File: src/rtl/core/ssoi_pkg.sv
`default_nettype none
package ssoi_pkg;

  localparam int LEFT_W     = 24;
  localparam int RIGHT_W    = 24;
  localparam int DT_W       = 21;
  localparam int GAIN_W     = 16;
  localparam int ICR_W      = 20;
  localparam int CFG_IDX_W  = 8;
  localparam int IN_DATA_W  = 72;
  localparam int OUT_DATA_W = 192;
  localparam int DIV_BITS   = 41;
  localparam int SQRT_STEPS = 24;
  localparam int GUARD_BITS = 8;

  localparam logic signed [31:0] KINV_Q30   = 32'sd652032874;
  localparam logic signed [31:0] INV2PI_Q21 = 32'sd333772;

  localparam logic [CFG_IDX_W-1:0] REG_WHEEL_GAIN = 8'd0;
  localparam logic [CFG_IDX_W-1:0] REG_ICR_OFFSET = 8'd1;

  typedef enum logic [4:0] {
    S_IDLE, S_MUL_V, S_MUL_W, S_MUL_K, S_CINIT, S_CORDIC, S_VEL, S_VX2, S_VY2,
    S_SQINIT, S_SQRT, S_DX, S_DY, S_ACCY, S_WDT, S_LO, S_HI, S_UPDATE
  } state_t;

  typedef struct packed {
    logic       load;
    state_t     op;
    logic [5:0] step;
  } cmd_t;

  typedef struct packed {
    logic div_done;
    logic out_busy;
  } sts_t;

  function automatic logic [31:0] atan_val(input logic [4:0] i);
    logic [31:0] r;
    case (i)
      5'd0: r = 32'h20000000;  5'd1: r = 32'h12E4051E;  5'd2: r = 32'h09FB385B;
      5'd3: r = 32'h051111D4;  5'd4: r = 32'h028B0D43;  5'd5: r = 32'h0145D7E1;
      5'd6: r = 32'h00A2F61E;  5'd7: r = 32'h00517C55;  5'd8: r = 32'h0028BE53;
      5'd9: r = 32'h00145F2F;  5'd10: r = 32'h000A2F98; 5'd11: r = 32'h000517CC;
      5'd12: r = 32'h00028BE6; 5'd13: r = 32'h000145F3; 5'd14: r = 32'h0000A2FA;
      5'd15: r = 32'h0000517D; 5'd16: r = 32'h000028BE; 5'd17: r = 32'h0000145F;
      5'd18: r = 32'h00000A30; 5'd19: r = 32'h00000518; 5'd20: r = 32'h0000028C;
      5'd21: r = 32'h00000146; 5'd22: r = 32'h000000A3; 5'd23: r = 32'h00000051;
      5'd24: r = 32'h00000029; 5'd25: r = 32'h00000014; 5'd26: r = 32'h0000000A;
      5'd27: r = 32'h00000005; 5'd28: r = 32'h00000003; 5'd29: r = 32'h00000001;
      5'd30: r = 32'h00000001;
      default: r = 32'h00000000;
    endcase
    return r;
  endfunction

endpackage
`default_nettype wire

File: src/rtl/core/ssoi_ctrl.sv
`default_nettype none
module ssoi_ctrl #(
  parameter int CORDIC_STEPS = 16
) (
  input  wire logic          clk,
  input  wire logic          rst_n,
  input  wire logic          in_tvalid,
  output logic               in_tready,
  input  wire ssoi_pkg::sts_t sts,
  output ssoi_pkg::cmd_t     cmd
);
  import ssoi_pkg::*;

  state_t     state_r, state_nxt;
  logic [5:0] cnt_r, cnt_nxt;

  always_ff @(posedge clk) begin
    if (!rst_n) begin
      state_r <= S_IDLE;
      cnt_r   <= '0;
    end else begin
      state_r <= state_nxt;
      cnt_r   <= cnt_nxt;
    end
  end

  always_comb begin
    state_nxt = state_r;
    cnt_nxt   = '0;
    case (state_r)
      S_IDLE:   if (in_tvalid) state_nxt = S_MUL_V;
      S_MUL_V:  state_nxt = S_MUL_W;
      S_MUL_W:  state_nxt = S_MUL_K;
      S_MUL_K:  state_nxt = S_CINIT;
      S_CINIT:  state_nxt = S_CORDIC;
      S_CORDIC: begin
        if (cnt_r == 6'(CORDIC_STEPS - 1)) state_nxt = S_VEL;
        else cnt_nxt = cnt_r + 6'd1;
      end
      S_VEL:    state_nxt = S_VX2;
      S_VX2:    state_nxt = S_VY2;
      S_VY2:    state_nxt = S_SQINIT;
      S_SQINIT: state_nxt = S_SQRT;
      S_SQRT: begin
        if (cnt_r == 6'(SQRT_STEPS - 1)) state_nxt = S_DX;
        else cnt_nxt = cnt_r + 6'd1;
      end
      S_DX:     state_nxt = S_DY;
      S_DY:     state_nxt = S_ACCY;
      S_ACCY:   state_nxt = S_WDT;
      S_WDT:    if (sts.div_done) state_nxt = S_LO;
      S_LO:     state_nxt = S_HI;
      S_HI:     state_nxt = S_UPDATE;
      S_UPDATE: if (!sts.out_busy) state_nxt = S_IDLE;
      default:  state_nxt = S_IDLE;
    endcase
  end

  always_comb begin
    in_tready = (state_r == S_IDLE);
    cmd.load  = (state_r == S_IDLE) && in_tvalid;
    cmd.op    = state_r;
    cmd.step  = cnt_r;
  end

  a_cordic_entry: assert property (@(posedge clk) disable iff (!rst_n)
    (state_r == S_CORDIC && cnt_r == 6'd0) |-> $past(state_r) == S_CINIT)
    else $error("CORDIC entered without initialization");
  a_lo_after_div: assert property (@(posedge clk) disable iff (!rst_n)
    (state_r == S_LO) |-> ($past(state_r) == S_WDT && $past(sts.div_done)))
    else $error("heading multiply started before the divider finished");
  a_update_free: assert property (@(posedge clk) disable iff (!rst_n)
    (state_r == S_IDLE && $past(state_r) == S_UPDATE) |-> !$past(sts.out_busy))
    else $error("result written while the output register was occupied");

endmodule
`default_nettype wire

File: src/rtl/core/ssoi_dpath.sv
`default_nettype none
module ssoi_dpath (
  input  wire logic                               clk,
  input  wire logic                               rst_n,
  input  wire ssoi_pkg::cmd_t                     cmd,
  output ssoi_pkg::sts_t                          sts,
  input  wire logic [ssoi_pkg::IN_DATA_W-1:0]     in_tdata,
  input  wire logic                               cfg_valid,
  input  wire logic [ssoi_pkg::CFG_IDX_W-1:0]     cfg_index,
  input  wire logic [ssoi_pkg::ICR_W-1:0]         cfg_data,
  output logic                                    out_tvalid,
  input  wire logic                               out_tready,
  output logic [ssoi_pkg::OUT_DATA_W-1:0]         out_tdata
);
  import ssoi_pkg::*;

  logic [GAIN_W-1:0]        gain_r;
  logic [ICR_W-1:0]         icr_r;
  logic signed [24:0]       sum_r, diff_r;
  logic [DT_W-1:0]          dt_r;
  logic signed [23:0]       v_r;
  logic signed [57:0]       p_r, lo_r;
  logic signed [21:0]       ahi_r;
  logic [DIV_BITS-1:0]      dnum_r;
  logic [ICR_W-1:0]         drem_r;
  logic                     dneg_r, dbusy_r;
  logic [5:0]               dcnt_r;
  logic signed [33:0]       x_r, y_r, z_r;
  logic signed [23:0]       vx_r, vy_r;
  logic [46:0]              sq_r;
  logic [47:0]              sn_r, sres_r;
  logic signed [31:0]       px_r, py_r;
  logic [31:0]              hd_r;
  logic                     out_valid_r;
  logic [OUT_DATA_W-1:0]    out_data_r;

  logic signed [25:0] mul_a;
  logic signed [31:0] mul_b;
  logic signed [57:0] mul_p;
  logic               is_mul;
  logic [ICR_W-1:0]   icr_eff;
  logic [ICR_W:0]     dtrial;
  logic               dge;
  logic signed [23:0] w_sat;
  logic signed [57:0] sh15, sh22;
  logic signed [23:0] v_sat;
  logic signed [57:0] pmag;
  logic signed [33:0] x0, z0, xs, ys, at;
  logic signed [33:0] xg, yg;
  logic signed [23:0] vx_sat, vy_sat;
  logic [47:0]        sbit, strial;
  logic [5:0]         sshamt;
  logic signed [57:0] dsh;
  logic signed [32:0] psum;
  logic signed [31:0] pos_sat;
  logic signed [63:0] th_tot;
  logic [31:0]        hd_nxt;
  logic [22:0]        mag;

  assign is_mul = cmd.op inside {S_MUL_V, S_MUL_W, S_MUL_K, S_VX2, S_VY2, S_DX, S_DY,
                                 S_WDT, S_LO, S_HI};

  always_comb begin
    mul_a = '0;
    mul_b = '0;
    case (cmd.op)
      S_MUL_V: begin mul_a = 26'(sum_r);  mul_b = 32'(signed'({1'b0, gain_r})); end
      S_MUL_W: begin mul_a = 26'(diff_r); mul_b = 32'(signed'({1'b0, gain_r})); end
      S_MUL_K: begin mul_a = 26'(v_r);    mul_b = KINV_Q30; end
      S_VX2:   begin mul_a = 26'(vx_r);   mul_b = 32'(vx_r); end
      S_VY2:   begin mul_a = 26'(vy_r);   mul_b = 32'(vy_r); end
      S_DX:    begin mul_a = 26'(vx_r);   mul_b = 32'(signed'({1'b0, dt_r})); end
      S_DY:    begin mul_a = 26'(vy_r);   mul_b = 32'(signed'({1'b0, dt_r})); end
      S_WDT:   begin mul_a = 26'(w_sat);  mul_b = 32'(signed'({1'b0, dt_r})); end
      S_LO:    begin mul_a = signed'({3'b000, p_r[22:0]}); mul_b = INV2PI_Q21; end
      S_HI:    begin mul_a = 26'(ahi_r);  mul_b = INV2PI_Q21; end
      default: begin mul_a = '0; mul_b = '0; end
    endcase
    mul_p = 58'(mul_a) * 58'(mul_b);
  end

  // Divider: restoring, one quotient bit per cycle on the magnitude.
  assign icr_eff = (icr_r == '0) ? ICR_W'(1) : icr_r;
  assign dtrial  = {drem_r, dnum_r[DIV_BITS-1]};
  assign dge     = dtrial >= {1'b0, icr_eff};

  always_comb begin
    if (dneg_r) begin
      if (dnum_r > DIV_BITS'(8388608)) w_sat = -24'sd8388608;
      else w_sat = 24'(-signed'({1'b0, dnum_r}));
    end else begin
      if (dnum_r > DIV_BITS'(8388607)) w_sat = 24'sd8388607;
      else w_sat = 24'(dnum_r);
    end
  end

  always_comb begin
    sh15 = p_r >>> 15;
    if (sh15 > 58'sd8388607) v_sat = 24'sd8388607;
    else if (sh15 < -58'sd8388608) v_sat = -24'sd8388608;
    else v_sat = 24'(sh15);
    pmag = p_r[57] ? -p_r : p_r;
    sh22 = p_r >>> 22;
    x0   = 34'(sh22);
    z0   = 34'(signed'(hd_r));
    xs   = x_r >>> cmd.step[4:0];
    ys   = y_r >>> cmd.step[4:0];
    at   = 34'(signed'({2'b00, atan_val(cmd.step[4:0])}));
    xg   = x_r >>> GUARD_BITS;
    yg   = y_r >>> GUARD_BITS;
    if (xg > 34'sd8388607) vx_sat = 24'sd8388607;
    else if (xg < -34'sd8388608) vx_sat = -24'sd8388608;
    else vx_sat = 24'(xg);
    if (yg > 34'sd8388607) vy_sat = 24'sd8388607;
    else if (yg < -34'sd8388608) vy_sat = -24'sd8388608;
    else vy_sat = 24'(yg);
    sshamt = 6'd46 - {cmd.step[4:0], 1'b0};
    sbit   = 48'd1 << sshamt;
    strial = sres_r + sbit;
    dsh    = p_r >>> 20;
    psum   = (cmd.op == S_DY) ? 33'(px_r) + 33'(dsh) : 33'(py_r) + 33'(dsh);
    if (psum > 33'sd2147483647) pos_sat = 32'sh7FFFFFFF;
    else if (psum < -33'sd2147483648) pos_sat = 32'sh80000000;
    else pos_sat = 32'(psum);
    th_tot = (64'(p_r) <<< 23) + 64'(lo_r);
    hd_nxt = hd_r + th_tot[56:25];
    mag    = (sres_r > 48'd8388607) ? 23'h7FFFFF : sres_r[22:0];
  end

  always_ff @(posedge clk) begin
    if (!rst_n) begin
      gain_r      <= 16'd16384;
      icr_r       <= 20'd19661;
      px_r        <= '0;
      py_r        <= '0;
      hd_r        <= '0;
      dbusy_r     <= 1'b0;
      out_valid_r <= 1'b0;
    end else begin
      if (cfg_valid) begin
        if (cfg_index == REG_WHEEL_GAIN) gain_r <= cfg_data[GAIN_W-1:0];
        else if (cfg_index == REG_ICR_OFFSET) icr_r <= cfg_data;
      end
      if (cmd.op == S_MUL_K) begin
        dbusy_r <= 1'b1;
      end else if (dbusy_r && dcnt_r == 6'(DIV_BITS - 1)) begin
        dbusy_r <= 1'b0;
      end
      if (cmd.op == S_DY) px_r <= pos_sat;
      if (cmd.op == S_ACCY) py_r <= pos_sat;
      if (out_valid_r && out_tready) out_valid_r <= 1'b0;
      if (cmd.op == S_UPDATE && !sts.out_busy) begin
        hd_r        <= hd_nxt;
        out_valid_r <= 1'b1;
      end
    end
  end

  always_ff @(posedge clk) begin
    if (cmd.load) begin
      sum_r  <= 25'(signed'(in_tdata[23:0])) + 25'(signed'(in_tdata[47:24]));
      diff_r <= 25'(signed'(in_tdata[47:24])) - 25'(signed'(in_tdata[23:0]));
      dt_r   <= in_tdata[68:48];
    end
    if (is_mul) p_r <= mul_p;
    if (cmd.op == S_MUL_W) v_r <= v_sat;
    if (cmd.op == S_MUL_K) begin
      dnum_r <= {pmag[39:0], 1'b0};
      dneg_r <= p_r[57];
      drem_r <= '0;
      dcnt_r <= '0;
    end else if (dbusy_r) begin
      dnum_r <= {dnum_r[DIV_BITS-2:0], dge};
      drem_r <= dge ? ICR_W'(dtrial - {1'b0, icr_eff}) : dtrial[ICR_W-1:0];
      dcnt_r <= dcnt_r + 6'd1;
    end
    if (cmd.op == S_CINIT) begin
      y_r <= '0;
      if (z0 > 34'sd1073741824) begin
        z_r <= z0 - 34'sd2147483648;
        x_r <= -x0;
      end else if (z0 < -34'sd1073741824) begin
        z_r <= z0 + 34'sd2147483648;
        x_r <= -x0;
      end else begin
        z_r <= z0;
        x_r <= x0;
      end
    end
    if (cmd.op == S_CORDIC) begin
      if (!z_r[33]) begin
        x_r <= x_r - ys;
        y_r <= y_r + xs;
        z_r <= z_r - at;
      end else begin
        x_r <= x_r + ys;
        y_r <= y_r - xs;
        z_r <= z_r + at;
      end
    end
    if (cmd.op == S_VEL) begin
      vx_r <= vx_sat;
      vy_r <= vy_sat;
    end
    if (cmd.op == S_VY2) sq_r <= p_r[46:0];
    if (cmd.op == S_SQINIT) begin
      sn_r   <= {1'b0, sq_r} + {1'b0, p_r[46:0]};
      sres_r <= '0;
    end
    if (cmd.op == S_SQRT) begin
      if (sn_r >= strial) begin
        sn_r   <= sn_r - strial;
        sres_r <= (sres_r >> 1) + sbit;
      end else begin
        sres_r <= sres_r >> 1;
      end
    end
    if (cmd.op == S_LO) ahi_r <= p_r[44:23];
    if (cmd.op == S_HI) lo_r <= p_r;
    if (cmd.op == S_UPDATE && !sts.out_busy) begin
      out_data_r <= {1'b0, mag, w_sat, vy_r, vx_r, hd_nxt, py_r, px_r};
    end
  end

  assign sts.div_done = !dbusy_r;
  assign sts.out_busy = out_valid_r && !out_tready;
  assign out_tvalid   = out_valid_r;
  assign out_tdata    = out_data_r;

endmodule
`default_nettype wire

File: src/rtl/core/skid_steer_odometry_integrator.sv
// Each accepted item passes through the CORDIC iterations, a 24-step square root and the
// shared multiplier steps before out_tvalid rises. The next item is accepted only after the
// last one is written to the output register; the divider runs beside the CORDIC and
// adds waiting only when CORDIC_STEPS is below 9.
// A finished result waits in an output register while the next item is accepted.
// Synchronous active-low reset zeroes the pose and restores both register defaults.
`default_nettype none
module skid_steer_odometry_integrator #(
  parameter int CORDIC_STEPS = 16
) (
  input  wire logic                              clk,
  input  wire logic                              rst_n,
  input  wire logic                              in_tvalid,
  output logic                                   in_tready,
  // left_speed[23:0], right_speed[47:24], elapsed_time[68:48], zero pad
  input  wire logic [ssoi_pkg::IN_DATA_W-1:0]    in_tdata,
  output logic                                   out_tvalid,
  input  wire logic                              out_tready,
  // pos_x[31:0], pos_y[63:32], heading_out[95:64], world_vel_x[119:96],
  // world_vel_y[143:120], yaw_rate[167:144], speed_mag[190:168], zero pad
  output logic [ssoi_pkg::OUT_DATA_W-1:0]        out_tdata,
  input  wire logic                              cfg_valid,
  output logic                                   cfg_ready,
  input  wire logic [ssoi_pkg::CFG_IDX_W-1:0]    cfg_index,
  input  wire logic [ssoi_pkg::ICR_W-1:0]        cfg_data
);
  import ssoi_pkg::*;

  cmd_t cmd;
  sts_t sts;

  assign cfg_ready = 1'b1;

  ssoi_ctrl #(.CORDIC_STEPS(CORDIC_STEPS)) u_ctrl (
    .clk       (clk),
    .rst_n     (rst_n),
    .in_tvalid (in_tvalid),
    .in_tready (in_tready),
    .sts       (sts),
    .cmd       (cmd)
  );

  ssoi_dpath u_dpath (
    .clk        (clk),
    .rst_n      (rst_n),
    .cmd        (cmd),
    .sts        (sts),
    .in_tdata   (in_tdata),
    .cfg_valid  (cfg_valid),
    .cfg_index  (cfg_index),
    .cfg_data   (cfg_data),
    .out_tvalid (out_tvalid),
    .out_tready (out_tready),
    .out_tdata  (out_tdata)
  );

endmodule
`default_nettype wire

File: config.mk
export PLATFORM = sky130hd
export DESIGN_NAME = skid_steer_odometry_integrator
export DESIGN_NICKNAME = d
export VERILOG_FILES = /design/src/rtl/core/ssoi_pkg.sv /design/src/rtl/core/ssoi_ctrl.sv /design/src/rtl/core/ssoi_dpath.sv /design/src/rtl/core/skid_steer_odometry_integrator.sv
export SDC_FILE = /design/constraint.sdc
export NUM_CORES = 2
export LEC_CHECK = 0
export BUFFER_PORTS_ARGS = -buffer_cell sky130_fd_sc_hd__buf_2
export CORE_MARGIN = 4
export CORE_UTILIZATION = 25
export DETAILED_ROUTE_END_ITERATION = 6
export PLACE_DENSITY = 0.44
export SYNTH_ARGS = -nofsm -noshare
export SYNTH_HDL_FRONTEND = slang
export SYNTH_SLANG_ARGS = --single-unit
File: constraint.sdc
create_clock -name clk -period 28.5 [get_ports clk]
set_clock_uncertainty 0.2 [all_clocks]
set_input_delay 5.7 -clock clk [delete_from_list [all_inputs] [get_ports clk]]
set_output_delay 5.7 -clock clk [all_outputs]
set_load 0.01 [all_outputs]
==> summary.txt <==
Clock network
  – Clk sink count: 935
  – H-tree lvl count: 3
  – Worst-Skew Late Latency: 0.89 ns
  – Post-CTS Setup Bufs: 0
  – Worst-path clk slew: 0.07 ns
  – Longest Clk Path Bufs: 4
  – # hold bufs at CTS: 0
  – Cts bufs inserted: 119
  – CTS tree: yes
  – # resized after CTS: 0
  – Root buf cell: clkbuf_16

Synth
  – Share of the synthesized area in the top cell type: 0.224
  – Post-Synthesis Cells: 9934
  – Avg Synthesized Cell Area: 9.23 um^2
  – Post-synthesis cell area: 0.0917 mm^2
  – Synth Register Bits: 935
  – Mux cell area share after synthesis: 0.0328
  – Post-synthesis simple-gate area fraction: 0.145
  – Number of synthesized flops with an enable pin: 685
  – Main combinational cell family by area after synthesis: adder cells
  – Post-synthesis compound-gate area fraction: 0.151
  – Synth area leader: edfxtp_1
  – Distinct cells, synth: 99
  – XOR/XNOR share of the synthesized area: 0.0610
  – Top-count cell post-synth: inv_1
  – YS warnings: 0
  – Ys flop type: edfxtp_1
  – Post-Synth Adder-Cell Area: 0.263
  – Largest cells by area after synthesis: edfxtp_1 (22%), fa_1 (18%), ha_1 (8.0%)
  – Seq/Total Area, Yosys: 0.279
  – Net Count, Synth: 11463
  – Top post-synthesis cells by count: inv_1 (1145), nand2_1 (1129), nor2_1 (987)
  – Async SR Flop Fraction: 0

Cells and area
  – Syn-to-layout area delta: 12.3%
  – Fraction of layout cells with a size suffix above 1: 0.0890
  – Final instance area: 0.103 mm^2
  – NumNets Final: 11594

Global route
  – Largest net degree at the start of global routing: 105
  – First-pass GRT wire length: 521000 um
  – Vias in the first global route: 74739
  – All-Layer GR Usage: 0.187
  – Total congestion overflow: 0
  – Antenna violations before repair: 36

Die
  – Die width: 614 um
  – Std-Cell Rows: 222
  – Num ports: 300
  – Starting Density: 0.251
  – Core Region: 0.366 mm^2
  – Die ar.: 0.377 mm^2
  – Die Span Y: 614 um

Worst setup path
  – Setup crit end: u_dpath.p_r[56]
  – Slowest stage delay, CP: 0.74 ns
  – Flop-to-flop setup slack: 15.40 ns
  – WS Path Type: register to register
  – RR Endpoint: u_dpath.p_r[56]
  – CP startpoint: u_dpath.dnum_r[2]
  – CP dominant cell by count: fa_1
  – CP arrival: 13.53 ns
  – Critical Path Slowest Stage Cell: a211oi_2
  – Crit-path max FO: 25
  – R2R depth: 33
  – Reg2reg start: u_dpath.dnum_r[2]
  – Crit. End Element: register
  – Critical path required time: 28.92 ns
  – Critical Path Source Type: register

Place
  – Detailed placement HPWL: 284000 um
  – Placed Area: 0.0988 mm^2
  – Port Buffers: 294
  – Worst slack, placed: 15.58 ns
  – Gp weighted congestion: 0.943

Timing
  – Tcrit/Tclk final: 0.460
  – Rel. slew slack: 0.155
  – Count of final hold-check violations: 0
  – Setup TNS: 0 ns
  – RSZ-0062 raised after global routing: no
  – Fmax: 76.3 MHz
  – PnR worst setup slack: 15.40 ns
  – Slew Viols, Final: 0
  – WHS: 0.259 ns
  – Final setup violation count: 0
  – Min Tclk post-route: 13.10 ns
  – Worst-margin pin slew: 1.27 ns

Drt
  – Routed WL per cell: 24.1 um
  – Vias: 75230
  – Initial DRC Count: 6730
  – Post-route ant nets: 0
  – Vias per Instance: 5.02
  – WL final: 362000 um
  – DRC viols: 0
  – DR pass1 iterations: 7

Pwr
  – PD cells: 49.1 mW/mm^2
  – Leak: 0.0443 uW
  – Total power: 5060 uW
  – Peak supply drop: 0.0639 mV

Outcome
  – Status: finished clean

Flow run
  – MaxCap Viol Count: 0

Hold path
  – Tightest Hold Check Type: register to register
  – WHS Path Cells: 0
## layout make-up
class,instances,area (um^2)
inverter,1150,4330
timing repair buffer,469,2790
clock buffer,142,3180
clock inverter,78,860
tap,4816,6030
sequential,935,25600
antenna,17,42.5
multi-input combinational,7390,60100
fill,38770,263000
## cells in the final DEF, fill, tap and decap left out, types with 85 or more instances in the layout
cell | synthesis | routed
nand3_1 | 145 | 140
buf_4 | 8 | 175
buf_2 | 19 | 294
nand2_1 | 1129 | 1129
clkbuf_16 | 0 | 122
o21ai_0 | 465 | 465
nand2b_1 | 88 | 88
a21o_1 | 214 | 214
ha_1 | 585 | 585
nor2_1 | 987 | 978
fa_1 | 839 | 839
xnor2_1 | 327 | 327
edfxtp_1 | 685 | 685
dfxtp_1 | 250 | 245
a21oi_1 | 594 | 586
inv_1 | 1145 | 1143
mux2i_1 | 85 | 85
xor2_1 | 309 | 309
a31oi_1 | 107 | 106
nor3_1 | 118 | 111
a211oi_1 | 107 | 104
## state kept, by name, indices dropped and copies added, names as in the netlist, 20 cells and up
signal	cells
u_dpath.drem_r	20
u_dpath.z_r	34
u_dpath.sum_r	24
u_dpath.vx_r	24
u_dpath.sres_r	48
u_dpath.out_tdata	191
u_dpath.icr_r	20
u_dpath.hd_r	32
u_dpath.at	30
u_dpath.x_r	34
u_dpath.ahi_r	22
u_dpath.dt_r	21
u_dpath.diff_r	25
u_dpath.p_r	58
u_dpath.dnum_r	41
u_dpath.v_r	24
u_dpath.py_r	32
u_dpath.sn_r	48
u_dpath.sq_r	47
u_dpath.vy_r	24
u_dpath.px_r	32
u_dpath.lo_r	34
u_dpath.y_r	34
## worst min path at each step
stage,to,from,slack [ns]
final,u_dpath.out_tdata[32],u_dpath.py_r[0],0.26
after global routing,u_dpath.out_tdata[26],u_dpath.px_r[26],0.28
after CTS,u_dpath.out_tdata[32],u_dpath.py_r[0],0.26
after detailed placement,u_dpath.out_tdata[26],u_dpath.px_r[26],0.24
after global placement,u_dpath.out_tdata[32],u_dpath.py_r[0],0.24
after floorplan,u_dpath.lo_r[52],u_dpath.p_r[52],0.22
## power by group
part	switching [uW]	internal (uW)
sequential	104	1590
clock	665	926
combinational	1190	585
total	1960	3100
## stage by stage
stage	util	instances
floorplan	-	9934
global route	0.281	14982
finish	0.282	14997
CTS	0.281	14980
global placement	0.270	14760
detailed placement	0.270	14760
## per-layer routing
layer	vias to the layer above	global-route usage	wire, um
met4	10	0.0960	22000
met3	519	0.0293	22500
met5	-	0	75
met1	37829	0.245	154000
met2	2520	0.298	163000
li1	34352	-	-
## cells by family after synthesis
kind of cell,Yosys count
muxes,196
AOI/OAI and AO/OA,2139
and+or+nand+nor,2992
buffers and inverters,1609
adders and majority gates,1424
other,2
xor gates and xnor gates,637
DFF,935
## worst max-delay path: cells and delay by family (launching register included)
kind / cells / cell delay, ns
compound gates: 13 / 4.52
fa+ha+maj: 8 / 4.04
buf+inv: 4 / 0.41
flops: 1 / 0.50
mux: 1 / 0.12
simple gates: 7 / 3.04
No activity file was read; power rests on OpenSTA's default activity.
